### src/hw/rtl/assert_macros.svh
// Assertion macros shared by the console input escape router modules.
`ifndef ASSERT_MACROS_SVH
`define ASSERT_MACROS_SVH

// The condition must hold at every clock edge outside reset.
`define ASSERT_ALWAYS(label, clk, rst_n, cond, msg) \
    label: assert property (@(posedge clk) disable iff (!rst_n) (cond)) \
        else $error(msg);

// The consequent must hold in the same cycle as the antecedent.
`define ASSERT_IMPLY(label, clk, rst_n, ante, cons, msg) \
    label: assert property (@(posedge clk) disable iff (!rst_n) (ante) |-> (cons)) \
        else $error(msg);

// The consequent must hold in the cycle after the antecedent.
`define ASSERT_NEXT(label, clk, rst_n, ante, cons, msg) \
    label: assert property (@(posedge clk) disable iff (!rst_n) (ante) |=> (cons)) \
        else $error(msg);

`endif

### src/hw/rtl/cier_pkg.sv
// Types and constants shared by the console input escape router modules.
package cier_pkg;

    localparam int CLIENT_SLOTS_DEF = 24;
    localparam int MASK_W           = 24;
    localparam int CLIENT_W         = 5;
    localparam int COUNT_W          = 5;
    localparam int DEBUG_W          = 2;
    localparam int BYTE_W           = 8;
    localparam int APB_ADDR_W       = 3;
    localparam int APB_DATA_W       = 32;
    localparam int S_TDATA_W        = 8;
    localparam int M_TDATA_W        = 40;

    localparam logic [BYTE_W-1:0] ESC_BYTE    = 8'h40;
    localparam logic [BYTE_W-1:0] CTRL_C_BYTE = 8'h03;
    localparam logic [BYTE_W-1:0] CTRL_Z_BYTE = 8'h1A;
    localparam logic [BYTE_W-1:0] CR_BYTE     = 8'h0D;
    localparam logic [BYTE_W-1:0] LF_BYTE     = 8'h0A;
    localparam logic [BYTE_W-1:0] CMD_MULTI   = 8'h6D;
    localparam logic [BYTE_W-1:0] CMD_MULTI_UP = 8'h4D;
    localparam logic [BYTE_W-1:0] CMD_DEBUG   = 8'h64;
    localparam logic [BYTE_W-1:0] CMD_SCHED   = 8'h73;
    localparam logic [BYTE_W-1:0] CMD_HELP    = 8'h3F;
    localparam logic [BYTE_W-1:0] DIGIT_ZERO  = 8'h30;

    localparam logic [DEBUG_W-1:0] DEBUG_MAX  = 2'd2;

    // Register index of client_count, taken from paddr bit 2.
    localparam logic REG_CLIENT_COUNT = 1'b0;

    typedef enum logic [1:0] {
        ST_MID     = 2'd0,
        ST_LINE    = 2'd1,
        ST_ESC     = 2'd2,
        ST_COLLECT = 2'd3
    } parse_state_t;

    typedef enum logic [3:0] {
        EV_NONE        = 4'd0,
        EV_MULTI_BEGIN = 4'd1,
        EV_ADDED       = 4'd2,
        EV_CONFIRM     = 4'd3,
        EV_SWITCH      = 4'd4,
        EV_INVALID     = 4'd5,
        EV_HELP        = 4'd6,
        EV_DEBUG       = 4'd7,
        EV_SCHED       = 4'd8
    } event_t;

    typedef struct packed {
        logic                deliver;
        logic [MASK_W-1:0]   target_mask;
        event_t              event_res;
        logic [CLIENT_W-1:0] event_client;
        logic [DEBUG_W-1:0]  debug_level;
    } result_t;

endpackage

### src/hw/rtl/cier_cfg_regs.sv
// APB configuration register block holding the client count.
module cier_cfg_regs (
    input  logic                             aclk,
    input  logic                             aresetn,
    input  logic                             psel,
    input  logic                             penable,
    input  logic                             pwrite,
    input  logic [cier_pkg::APB_ADDR_W-1:0]  paddr,
    input  logic [cier_pkg::APB_DATA_W-1:0]  pwdata,
    output logic [cier_pkg::APB_DATA_W-1:0]  prdata,
    output logic                             pready,
    output logic [cier_pkg::COUNT_W-1:0]     client_count
);
    import cier_pkg::*;

    logic [COUNT_W-1:0] client_count_reg;
    logic [COUNT_W-1:0] client_count_next;
    logic               sel_count;

    assign pready    = 1'b1;
    assign sel_count = (paddr[2] == REG_CLIENT_COUNT);

    always_comb begin
        client_count_next = client_count_reg;
        if (psel && penable && pwrite && pready && sel_count) begin
            client_count_next = pwdata[COUNT_W-1:0];
        end
    end

    always_ff @(posedge aclk) begin
        if (!aresetn) begin
            client_count_reg <= '0;
        end else begin
            client_count_reg <= client_count_next;
        end
    end

    always_comb begin
        prdata = '0;
        if (sel_count) begin
            prdata = APB_DATA_W'(client_count_reg);
        end
    end

    assign client_count = client_count_reg;

endmodule

### src/hw/rtl/cier_decoder.sv
// Escape parser state and routing decision for one received byte.
`include "assert_macros.svh"

module cier_decoder #(
    parameter int CLIENT_SLOTS = cier_pkg::CLIENT_SLOTS_DEF
) (
    input  logic                          aclk,
    input  logic                          aresetn,
    input  logic                          step,
    input  logic [cier_pkg::BYTE_W-1:0]   rx_byte,
    input  logic [cier_pkg::COUNT_W-1:0]  client_count,
    output cier_pkg::result_t             result
);
    import cier_pkg::*;

    parse_state_t              state_reg, state_next;
    logic [CLIENT_W-1:0]       single_client_reg, single_client_next;
    logic                      multi_mode_reg, multi_mode_next;
    logic [CLIENT_SLOTS-1:0]   multi_set_reg, multi_set_next;
    logic [DEBUG_W-1:0]        debug_reg, debug_next;

    logic [COUNT_W-1:0]        eff_count;
    logic                      line_end;
    logic [BYTE_W-1:0]         digit_diff;
    logic                      is_digit;
    logic [CLIENT_W-1:0]       digit_idx;
    logic [MASK_W-1:0]         present;
    logic [MASK_W-1:0]         route;
    logic                      fwd;
    event_t                    ev;
    logic [CLIENT_W-1:0]       ev_client;

    assign eff_count  = (client_count > COUNT_W'(CLIENT_SLOTS)) ?
                        COUNT_W'(CLIENT_SLOTS) : client_count;
    assign line_end   = (rx_byte == CR_BYTE) || (rx_byte == LF_BYTE) ||
                        (rx_byte == CTRL_C_BYTE) || (rx_byte == CTRL_Z_BYTE);
    assign digit_diff = rx_byte - DIGIT_ZERO;
    assign is_digit   = (rx_byte >= DIGIT_ZERO) &&
                        (digit_diff < BYTE_W'(eff_count));
    assign digit_idx  = digit_diff[CLIENT_W-1:0];

    always_comb begin
        for (int i = 0; i < MASK_W; i++) begin
            present[i] = (COUNT_W'(i) < eff_count);
        end
    end

    always_comb begin
        if (multi_mode_reg) begin
            route = MASK_W'(multi_set_reg) & present;
        end else begin
            route = (MASK_W'(1) << single_client_reg) & present;
        end
    end

    always_comb begin
        state_next         = state_reg;
        single_client_next = single_client_reg;
        multi_mode_next    = multi_mode_reg;
        multi_set_next     = multi_set_reg;
        debug_next         = debug_reg;
        fwd                = 1'b0;
        ev                 = EV_NONE;
        ev_client          = '0;
        if (eff_count != '0) begin
            case (state_reg)
                ST_MID: begin
                    if (line_end) begin
                        state_next = ST_LINE;
                    end
                    fwd = 1'b1;
                end
                ST_LINE: begin
                    if (line_end) begin
                        fwd = 1'b1;
                    end else if (rx_byte == ESC_BYTE) begin
                        state_next = ST_ESC;
                    end else begin
                        state_next = ST_MID;
                        fwd        = 1'b1;
                    end
                end
                ST_ESC: begin
                    if (rx_byte == ESC_BYTE) begin
                        state_next = ST_MID;
                        fwd        = 1'b1;
                    end else if (rx_byte == CMD_MULTI) begin
                        state_next      = ST_COLLECT;
                        multi_set_next  = '0;
                        multi_mode_next = 1'b1;
                        ev              = EV_MULTI_BEGIN;
                    end else if (rx_byte == CMD_DEBUG) begin
                        debug_next = (debug_reg >= DEBUG_MAX) ? '0 : debug_reg + 1'b1;
                        state_next = ST_LINE;
                        ev         = EV_DEBUG;
                    end else if (rx_byte == CMD_SCHED) begin
                        state_next = ST_LINE;
                        ev         = EV_SCHED;
                    end else if (rx_byte == CMD_HELP) begin
                        state_next = ST_LINE;
                        ev         = EV_HELP;
                    end else begin
                        state_next = ST_LINE;
                        if (is_digit) begin
                            single_client_next = digit_idx;
                            multi_mode_next    = 1'b0;
                            ev                 = EV_SWITCH;
                            ev_client          = digit_idx;
                        end else begin
                            ev = EV_INVALID;
                        end
                    end
                end
                ST_COLLECT: begin
                    if (is_digit) begin
                        multi_set_next = multi_set_reg | (CLIENT_SLOTS'(1) << digit_idx);
                        ev             = EV_ADDED;
                        ev_client      = digit_idx;
                    end else if ((rx_byte == CMD_MULTI) || (rx_byte == CMD_MULTI_UP) ||
                                 (rx_byte == CR_BYTE) || (rx_byte == LF_BYTE)) begin
                        state_next = ST_LINE;
                        ev         = EV_CONFIRM;
                    end
                end
                default: begin
                    state_next = ST_LINE;
                end
            endcase
        end
    end

    always_ff @(posedge aclk) begin
        if (!aresetn) begin
            state_reg         <= ST_LINE;
            single_client_reg <= '0;
            multi_mode_reg    <= 1'b0;
            multi_set_reg     <= '0;
            debug_reg         <= '0;
        end else if (step) begin
            state_reg         <= state_next;
            single_client_reg <= single_client_next;
            multi_mode_reg    <= multi_mode_next;
            multi_set_reg     <= multi_set_next;
            debug_reg         <= debug_next;
        end
    end

    always_comb begin
        result.target_mask  = fwd ? route : '0;
        result.deliver      = fwd && (route != '0);
        result.event_res    = ev;
        result.event_client = ev_client;
        result.debug_level  = debug_next;
    end

    `ASSERT_ALWAYS(a_debug_range, aclk, aresetn, debug_reg <= DEBUG_MAX, "debug level out of range")
    `ASSERT_NEXT(a_multi_begin, aclk, aresetn, step && (ev == EV_MULTI_BEGIN), (state_reg == ST_COLLECT) && (multi_set_reg == '0) && multi_mode_reg, "multi select did not start cleanly")
    `ASSERT_NEXT(a_no_clients_hold, aclk, aresetn, step && (eff_count == '0), $stable(state_reg) && $stable(multi_set_reg) && $stable(single_client_reg), "state changed with no clients present")

endmodule

### src/hw/rtl/console_input_escape_router.sv
// Top level of the console input escape router: stream ports, APB port and pipeline registers.
// Routes received console bytes to one client or a set of clients and decodes '@' commands
// given at line start. One byte is accepted per clock cycle unless the output is stalled.
// Each byte yields exactly one result. The byte sits in the input register during a
// combinational decode, and the result register captures the result when the output can
// advance. While a result waits on m_axis_tready, the result register holds it. The input
// register then takes at most one more byte, and s_axis_tready stays low until the result
// leaves. The user must write client_count over APB (byte address with paddr[2] clear) only
// while no request is in flight; the block does not enforce it. Zero drops every byte.
`include "assert_macros.svh"

module console_input_escape_router #(
    parameter int CLIENT_SLOTS = cier_pkg::CLIENT_SLOTS_DEF
) (
    input  logic                             aclk,
    input  logic                             aresetn,
    input  logic                             s_axis_tvalid,
    output logic                             s_axis_tready,
    // [7:0] rx_byte
    input  logic [cier_pkg::S_TDATA_W-1:0]   s_axis_tdata,
    output logic                             m_axis_tvalid,
    input  logic                             m_axis_tready,
    // [0] deliver, [24:1] target_mask, [28:25] event_res, [33:29] event_client,
    // [35:34] debug_level, [39:36] zero
    output logic [cier_pkg::M_TDATA_W-1:0]   m_axis_tdata,
    input  logic                             psel,
    input  logic                             penable,
    input  logic                             pwrite,
    input  logic [cier_pkg::APB_ADDR_W-1:0]  paddr,
    input  logic [cier_pkg::APB_DATA_W-1:0]  pwdata,
    output logic [cier_pkg::APB_DATA_W-1:0]  prdata,
    output logic                             pready
);
    import cier_pkg::*;

    logic               in_valid_reg, in_valid_next;
    logic [BYTE_W-1:0]  in_byte_reg, in_byte_next;
    logic               out_valid_reg, out_valid_next;
    result_t            out_result_reg, out_result_next;
    logic               advance;
    logic               step;
    logic [COUNT_W-1:0] client_count;
    result_t            result;

    cier_cfg_regs u_cfg (
        .aclk         (aclk),
        .aresetn      (aresetn),
        .psel         (psel),
        .penable      (penable),
        .pwrite       (pwrite),
        .paddr        (paddr),
        .pwdata       (pwdata),
        .prdata       (prdata),
        .pready       (pready),
        .client_count (client_count)
    );

    cier_decoder #(
        .CLIENT_SLOTS (CLIENT_SLOTS)
    ) u_decoder (
        .aclk         (aclk),
        .aresetn      (aresetn),
        .step         (step),
        .rx_byte      (in_byte_reg),
        .client_count (client_count),
        .result       (result)
    );

    assign advance       = !out_valid_reg || m_axis_tready;
    assign step          = in_valid_reg && advance;
    assign s_axis_tready = !in_valid_reg || advance;

    always_comb begin
        in_valid_next   = in_valid_reg;
        in_byte_next    = in_byte_reg;
        out_valid_next  = out_valid_reg;
        out_result_next = out_result_reg;
        if (advance) begin
            out_valid_next  = in_valid_reg;
            out_result_next = result;
        end
        if (s_axis_tready) begin
            in_valid_next = s_axis_tvalid;
            in_byte_next  = s_axis_tdata[BYTE_W-1:0];
        end
    end

    always_ff @(posedge aclk) begin
        if (!aresetn) begin
            in_valid_reg  <= 1'b0;
            out_valid_reg <= 1'b0;
        end else begin
            in_valid_reg  <= in_valid_next;
            out_valid_reg <= out_valid_next;
        end
    end

    always_ff @(posedge aclk) begin
        in_byte_reg    <= in_byte_next;
        out_result_reg <= out_result_next;
    end

    assign m_axis_tvalid = out_valid_reg;
    assign m_axis_tdata  = {4'b0000,
                            out_result_reg.debug_level,
                            out_result_reg.event_client,
                            out_result_reg.event_res,
                            out_result_reg.target_mask,
                            out_result_reg.deliver};

    `ASSERT_IMPLY(a_deliver_mask, aclk, aresetn, out_valid_reg, out_result_reg.deliver == (out_result_reg.target_mask != '0), "deliver disagrees with target mask")
    `ASSERT_IMPLY(a_client_event, aclk, aresetn, out_valid_reg && (out_result_reg.event_client != '0), (out_result_reg.event_res == EV_ADDED) || (out_result_reg.event_res == EV_SWITCH), "client index on an event that names none")
    `ASSERT_NEXT(a_step_result, aclk, aresetn, step, out_valid_reg, "decoded request was not registered")

endmodule
### config.mk
export PLATFORM = sky130hd
export DESIGN_NAME = console_input_escape_router
export DESIGN_NICKNAME = d
export VERILOG_FILES = /design/src/hw/rtl/cier_pkg.sv /design/src/hw/rtl/cier_cfg_regs.sv /design/src/hw/rtl/cier_decoder.sv /design/src/hw/rtl/console_input_escape_router.sv
export VERILOG_INCLUDE_DIRS = /design/src /design/src/hw/rtl
export SDC_FILE = /design/constraint.sdc
export NUM_CORES = 1
export LEC_CHECK = 0
export BUFFER_PORTS_ARGS = -buffer_cell sky130_fd_sc_hd__buf_4
export CAP_MARGIN = 0
export CORE_ASPECT_RATIO = 0.75
export CORE_MARGIN = 3
export CORE_UTILIZATION = 44
export CTS_BUF_LIST = sky130_fd_sc_hd__clkbuf_8
export CTS_CLUSTER_DIAMETER = 150
export DETAILED_ROUTE_END_ITERATION = 10
export GPL_ROUTABILITY_DRIVEN = 0
export PLACE_DENSITY = 0.7
export SYNTH_ARGS = -nofsm -noshare
export SYNTH_HDL_FRONTEND = slang
export SYNTH_SLANG_ARGS = --single-unit
### constraint.sdc
create_clock -name aclk -period 2.87 [get_ports aclk]
set_input_delay 0.287 -clock aclk [delete_from_list [all_inputs] [get_ports aclk]]
set_output_delay 0.287 -clock aclk [all_outputs]
set_load 0.1 [all_outputs]
# After elaboration in Yosys (flattened, before gate mapping)
# Index checks and enable logic that the tools add are counted.
# op_classes
eq_ne	23
reduce_logical	25
bitwise_logic	9
addsub	2
multipliers	0
order_cmp	28
n_div	0
shift	2
mux	47
# ops
operator	count
two-way mux 24 bit	4
AND 24 bit	2
case mux 24 bit (2 select lines)	1
left shift 1 x 5 -> 24 bit (first input constant)	2
== test 8 x 7 -> 1 bit (second input constant)	5
less-than comparator 4 x 5 -> 1 bit (first input constant)	8
less-than comparator 5 bit (first input constant)	8
two-way mux 5 bit	8
two-way mux 2 bit	14
two-way mux 4 bit	6
OR 24 bit	1
nonzero test 24 bit	1
less-than comparator 3 x 5 -> 1 bit (first input constant)	4
== test 8 x 4 -> 1 bit (second input constant)	2
inequality test 2 x 1 -> 1 bit (second input constant)	7
AND reduction 6 bit	2
less-than comparator 1 x 5 -> 1 bit (first input constant)	2
less-than comparator 2 x 5 -> 1 bit (first input constant)	2
two-way mux 1 bit	10
case mux 5 bit (2 select lines)	1
AND reduction 9 bit	1
== test 8 x 2 -> 1 bit (second input constant)	1
== test 8 x 5 -> 1 bit (second input constant)	1
== test 8 x 6 -> 1 bit (second input constant)	1
20 further kinds	42
# totals
in_bits	50
mem_bits_ro	0
wordCells	150
reg_bits	85
ram_bits	0
latch_bits	0
mem_count	0

# Depth between registers and ports, before layout
# logic_depth
word_depth	11
depth_mapped	10
mapped_depth_nobuf	9

# By module
# A second synthesis with hierarchy kept.
# unflattened
cells_unflattened	506
area_unflattened_um2	4822.1
# by_module_without_submodules
mod	instances	seq_area_each_um2	cells_each	area_per_inst_um2
cier_decoder	1	680.7	389	2899.0
console_input_escape_router	1	1361.3	59	1448.9
cier_cfg_regs	1	100.1	58	474.2

# Least setup slack after synthesis
# No wires, ideal clock.
# synth_path
kind	reg2reg
startpoint	register out_valid_reg, in the netlist m_axis_tvalid
endpoint	register u_decoder.state_reg[0]
arrival_ns	2.741
t_required_ns	2.747
setup_ns	0.123
setup_slack_ns	0.006
period_less_slack_ns	2.864
path_buffers	0
path_stages_with_launch	8
path_cell_list	dfxtp_1 -> nor2b_1 -> inv_1 -> nand2_1 -> nor2_1 -> o21ai_0 -> a221o_1 -> mux2_1
# synth_via
elab_chain_cells	4
# synth_rtl
item	line	source
start, declared	console_input_escape_router.sv:38	logic out_valid_reg, out_valid_next;
start signal, assigned	console_input_escape_router.sv:94	out_valid_reg <= out_valid_next;
logical NOT 1 bit	console_input_escape_router.sv:69	assign advance = !out_valid_reg || m_axis_tready;
logical OR 1 bit	console_input_escape_router.sv:69	
logical AND 1 bit	console_input_escape_router.sv:70	assign step = in_valid_reg && advance;
AND reduction 6 bit (no source line)	n/a	
end signal, assigned	cier_decoder.sv:140	state_reg <= state_next;
end, declared	cier_decoder.sv:16	parse_state_t state_reg, state_next;
# Every way passes these cells.
# A chain may end at the register's enable or synchronous reset.

# Worst setup path after layout
# layout_path
startpoint	register in_byte_reg[1]
endpoint	register out_result_reg, in the netlist m_axis_tdata[29], data pin
# layout_via
elab_chain_cells	10
# layout_rtl
item	line	source
start, declared	console_input_escape_router.sv:37	logic [BYTE_W-1:0] in_byte_reg, in_byte_next;
start signal, assigned	console_input_escape_router.sv:99	in_byte_reg <= in_byte_next;
subtractor 8 x 6 -> 8 bit	cier_decoder.sv:37	assign digit_diff = rx_byte - DIGIT_ZERO;
less-than comparator 8 x 5 -> 1 bit	cier_decoder.sv:39	(digit_diff < BYTE_W'(eff_count));
logical AND 1 bit	cier_decoder.sv:38	assign is_digit = (rx_byte >= DIGIT_ZERO) &&
two-way mux 5 bit	cier_decoder.sv:104, cier_decoder.sv:115	
two-way mux 5 bit	cier_decoder.sv:99	end else if (rx_byte == CMD_HELP) begin
two-way mux 5 bit	cier_decoder.sv:96	end else if (rx_byte == CMD_SCHED) begin
two-way mux 5 bit	cier_decoder.sv:92	end else if (rx_byte == CMD_DEBUG) begin
two-way mux 5 bit	cier_decoder.sv:87	end else if (rx_byte == CMD_MULTI) begin
two-way mux 5 bit	cier_decoder.sv:84	if (rx_byte == ESC_BYTE) begin
case mux 5 bit (2 select lines) (*)	cier_decoder.sv:66	case (state_reg)
end signal, assigned	console_input_escape_router.sv:100	out_result_reg <= out_result_next;
end, declared	console_input_escape_router.sv:39	result_t out_result_reg, out_result_next;
# Mark *: on every way between the ends. The rest lies on a longest branch, timed or not.

==> impl_metrics.csv <==
group,metric,value,unit
place,placed_area,0.00518,mm^2
global_route,grt_pass1_vias,3524,
timing,clock_skew,0.0119,ns
yosys,yosys.area.top_type,"edfxtp_1",
route,ant_nets,0,
critical_path,crit_family,"simple AND/OR/NAND/NOR gates",
yosys,ys_seq_area_share,46.0,%
route,firstDrtPassIters,5,
timing,rsz0062_at_grt,"no",
critical_path,cp-start-kind,"register",
final_layout,nets,599,
timing,fmax,384,MHz
critical_path,crit_chain,"nor4_1, buf_4, a31oi_1, nor3b_1, nor2_1, nor3_1, and2_1",
critical_path,crit_buf_inv,1,
critical_path,critPathSlowestCell,"nor4_1",
global_route,grt_pass1_wl,17900,um
critical_path,critical_path.max_stage_delay,0.71,ns
route,drt_iter0_markers,327,
cts,tritoncts,"yes",
timing,setup_tns,0,ns
power,ir_worst_vdd,0.362,mV
final_layout,antennaDiodeCount,0,
power,p_leak,2.19,nW
timing,tightest_slew,0.753,ns
yosys,async_flop_share,0,%
global_route,grt_usage,19.0,%
yosys,synth_area,0.00466,mm^2
final_layout,largest_reg_flops,36,
timing,slew_headroom,49.6,%
floorplan,rows,31,
floorplan,core-area,0.00997,mm^2
yosys,netlist_instances,476,
floorplan,fp.dieW,125,um
cts,clk_pin_slew,0.08,ns
final_layout,stdcell_area,0.00538,mm^2
floorplan,dieHeight,95.1,um
final_layout,area_growth,15.4,%
cts,numCtsBuffers,9,
yosys,yosys_warnings,0,
timing,min_period_over_period,90.7,%
timing,finalSetupViolations,0,
route,avgRoutedWirePerCell,17.0,um
power,p_per_area,500,mW/mm^2
run,max_cap_viol_count,0,
yosys,synth.distinct_cells,66,
route,drcViolationCount,0,
yosys,ys_ff_latch,85,
critical_path,critical_path.max_fanout,14,
timing,slew_violations,0,
cts,ctsResizeCount,0,
cts,root_buffer,"clkbuf_8",
yosys,synth_ff_type,"edfxtp_1",
timing,finalHoldViolations,0,
global_route,antenna_found_initial,0,
global_route,grt_max_degree,26,
yosys,synth-edff-count,44,
yosys,synth.avg_cell_area,9.78,um^2
critical_path,arrival,2.72,ns
floorplan,io-pin-count,125,
route,wirelength,11500,um
route,routed_via_density,5.72,
cts,cts_buffer_depth,2,
final_layout,nFillCells,881,
place,port_buffers,63,
route,num_vias,3857,
final_layout,drive_gt1_share,22.0,%
floorplan,die-area,0.0119,mm^2
place,hpwl,8540,um
yosys,yosysMostFrequentCell,"nor2_1",
cts,post_cts_buffers,0,
cts,cts_hold_buf,0,
outcome,outcome,"finished clean",
yosys,synthTopCellsByArea,"edfxtp_1, dfxtp_1, buf_4, nor2_1, ha_1",
critical_path,crit_type,"reg2reg",
floorplan,start_util,46.7,%
cts,h-tree-depth,3,
yosys,synth.top_cell.area_share,28.4,%
critical_path,cp.required,2.99,ns
yosys,ys_top_cells_by_count,"nor2_1, edfxtp_1, dfxtp_1, buf_4, nand2_1",
cts,clock-sinks,85,
global_route,overflow,0,
cts,clk_latency,0.37,ns
timing,fin_crit,2.60,ns
worst_hold_path,hp-class,"in2reg",
critical_path,critPathCaptureType,"register",
final timing paths:
| path | startpoint | to | slack, ns | depth (start not counted) |
|---|---|---|---|---|
| max | in_byte_reg[1] | m_axis_tdata[29] | 0.27 | 7 |
| max reg2reg | in_byte_reg[1] | m_axis_tdata[29] | 0.27 | 7 |
| min reg2reg | u_decoder.multi_set_reg[1] | u_decoder.multi_set_reg[1] | 0.48 | 1 |
| min | s_axis_tdata[1] | in_byte_reg[1] | 0.1 | 1 |
routing by layer:
metal / GRT usage [%] / wire (um)
met3: 6.77 / 1210
met4: 4.93 / 147
met1: 26.7 / 5150
met5: 0 / 0
met2: 28.0 / 4940
layout by cell type, fill, tap and decap left out, drive strengths merged, types with 4 or more instances in the layout:
cell     netlist  routed
a211oi         4       4
a21o           5       5
a21oi         15      15
a22o           7       7
a22oi         11      11
a31oi         13      13
a32o          13      13
and2           9       9
buf           43      80
clkbuf        17       9
clkinv         0       6
conb           2      32
dfxtp         41      41
edfxtp        44      44
ha            12      12
inv           14      14
mux2i         12      12
nand2         22      22
nand3          8       8
nand4          6       6
nand4b         4       4
nor2          67      67
nor2b         18      18
nor3           8       8
nor4           4       4
nor4b          4       4
o2111ai        4       4
o211ai         4       4
o21ai         20      20
or2            4       4
or3            4       4
cells by family after synthesis:
group / Yosys count / share of synthesized area, %
xor+xnor: 1 / 0.188
fa+ha+maj: 12 / 3.22
flops: 85 / 46.0
mux: 15 / 3.30
buf+inv: 74 / 8.92
compound gates: 111 / 17.7
other cells: 2 / 0.161
simple gates: 176 / 20.5
stage by stage:
step | std cells | util [%] | setup slack, ns | hold slack, ns | total power [mW]
CTS | 674 | 53.9 | 0.332 | 0.0799 | 2.70
detailed placement | 658 | 52.0 | 0.325 | 0.458 | 1.88
floorplan | 506 | - | 0.00573 | 0.386 | 1.81
global placement | 658 | 52.0 | 0.403 | 0.449 | 1.87
finish | 674 | 53.9 | 0.268 | 0.0951 | 2.69
global route | 674 | 53.9 | 0.125 | 0.0745 | 2.78
report_power, final:
group	leakage (nW)	internal (mW)	switching [mW]
sequential	0.844	1.30	0.0232
clock	0.100	0.397	0.439
combinational	1.25	0.0900	0.440
layout make-up:
cell class / instances / area, um^2 / share of cell area (%)
multi-input cells: 347 / 2210 / 41.2
flip-flops and latches: 85 / 2140 / 39.9
repair buffers: 80 / 613 / 11.4
well taps: 132 / 165 / 3.07
clock buffers: 9 / 124 / 2.30
clock inverters: 7 / 66.3 / 1.23
inverters: 14 / 52.6 / 0.978
Power figures use the tool's default switching activity.
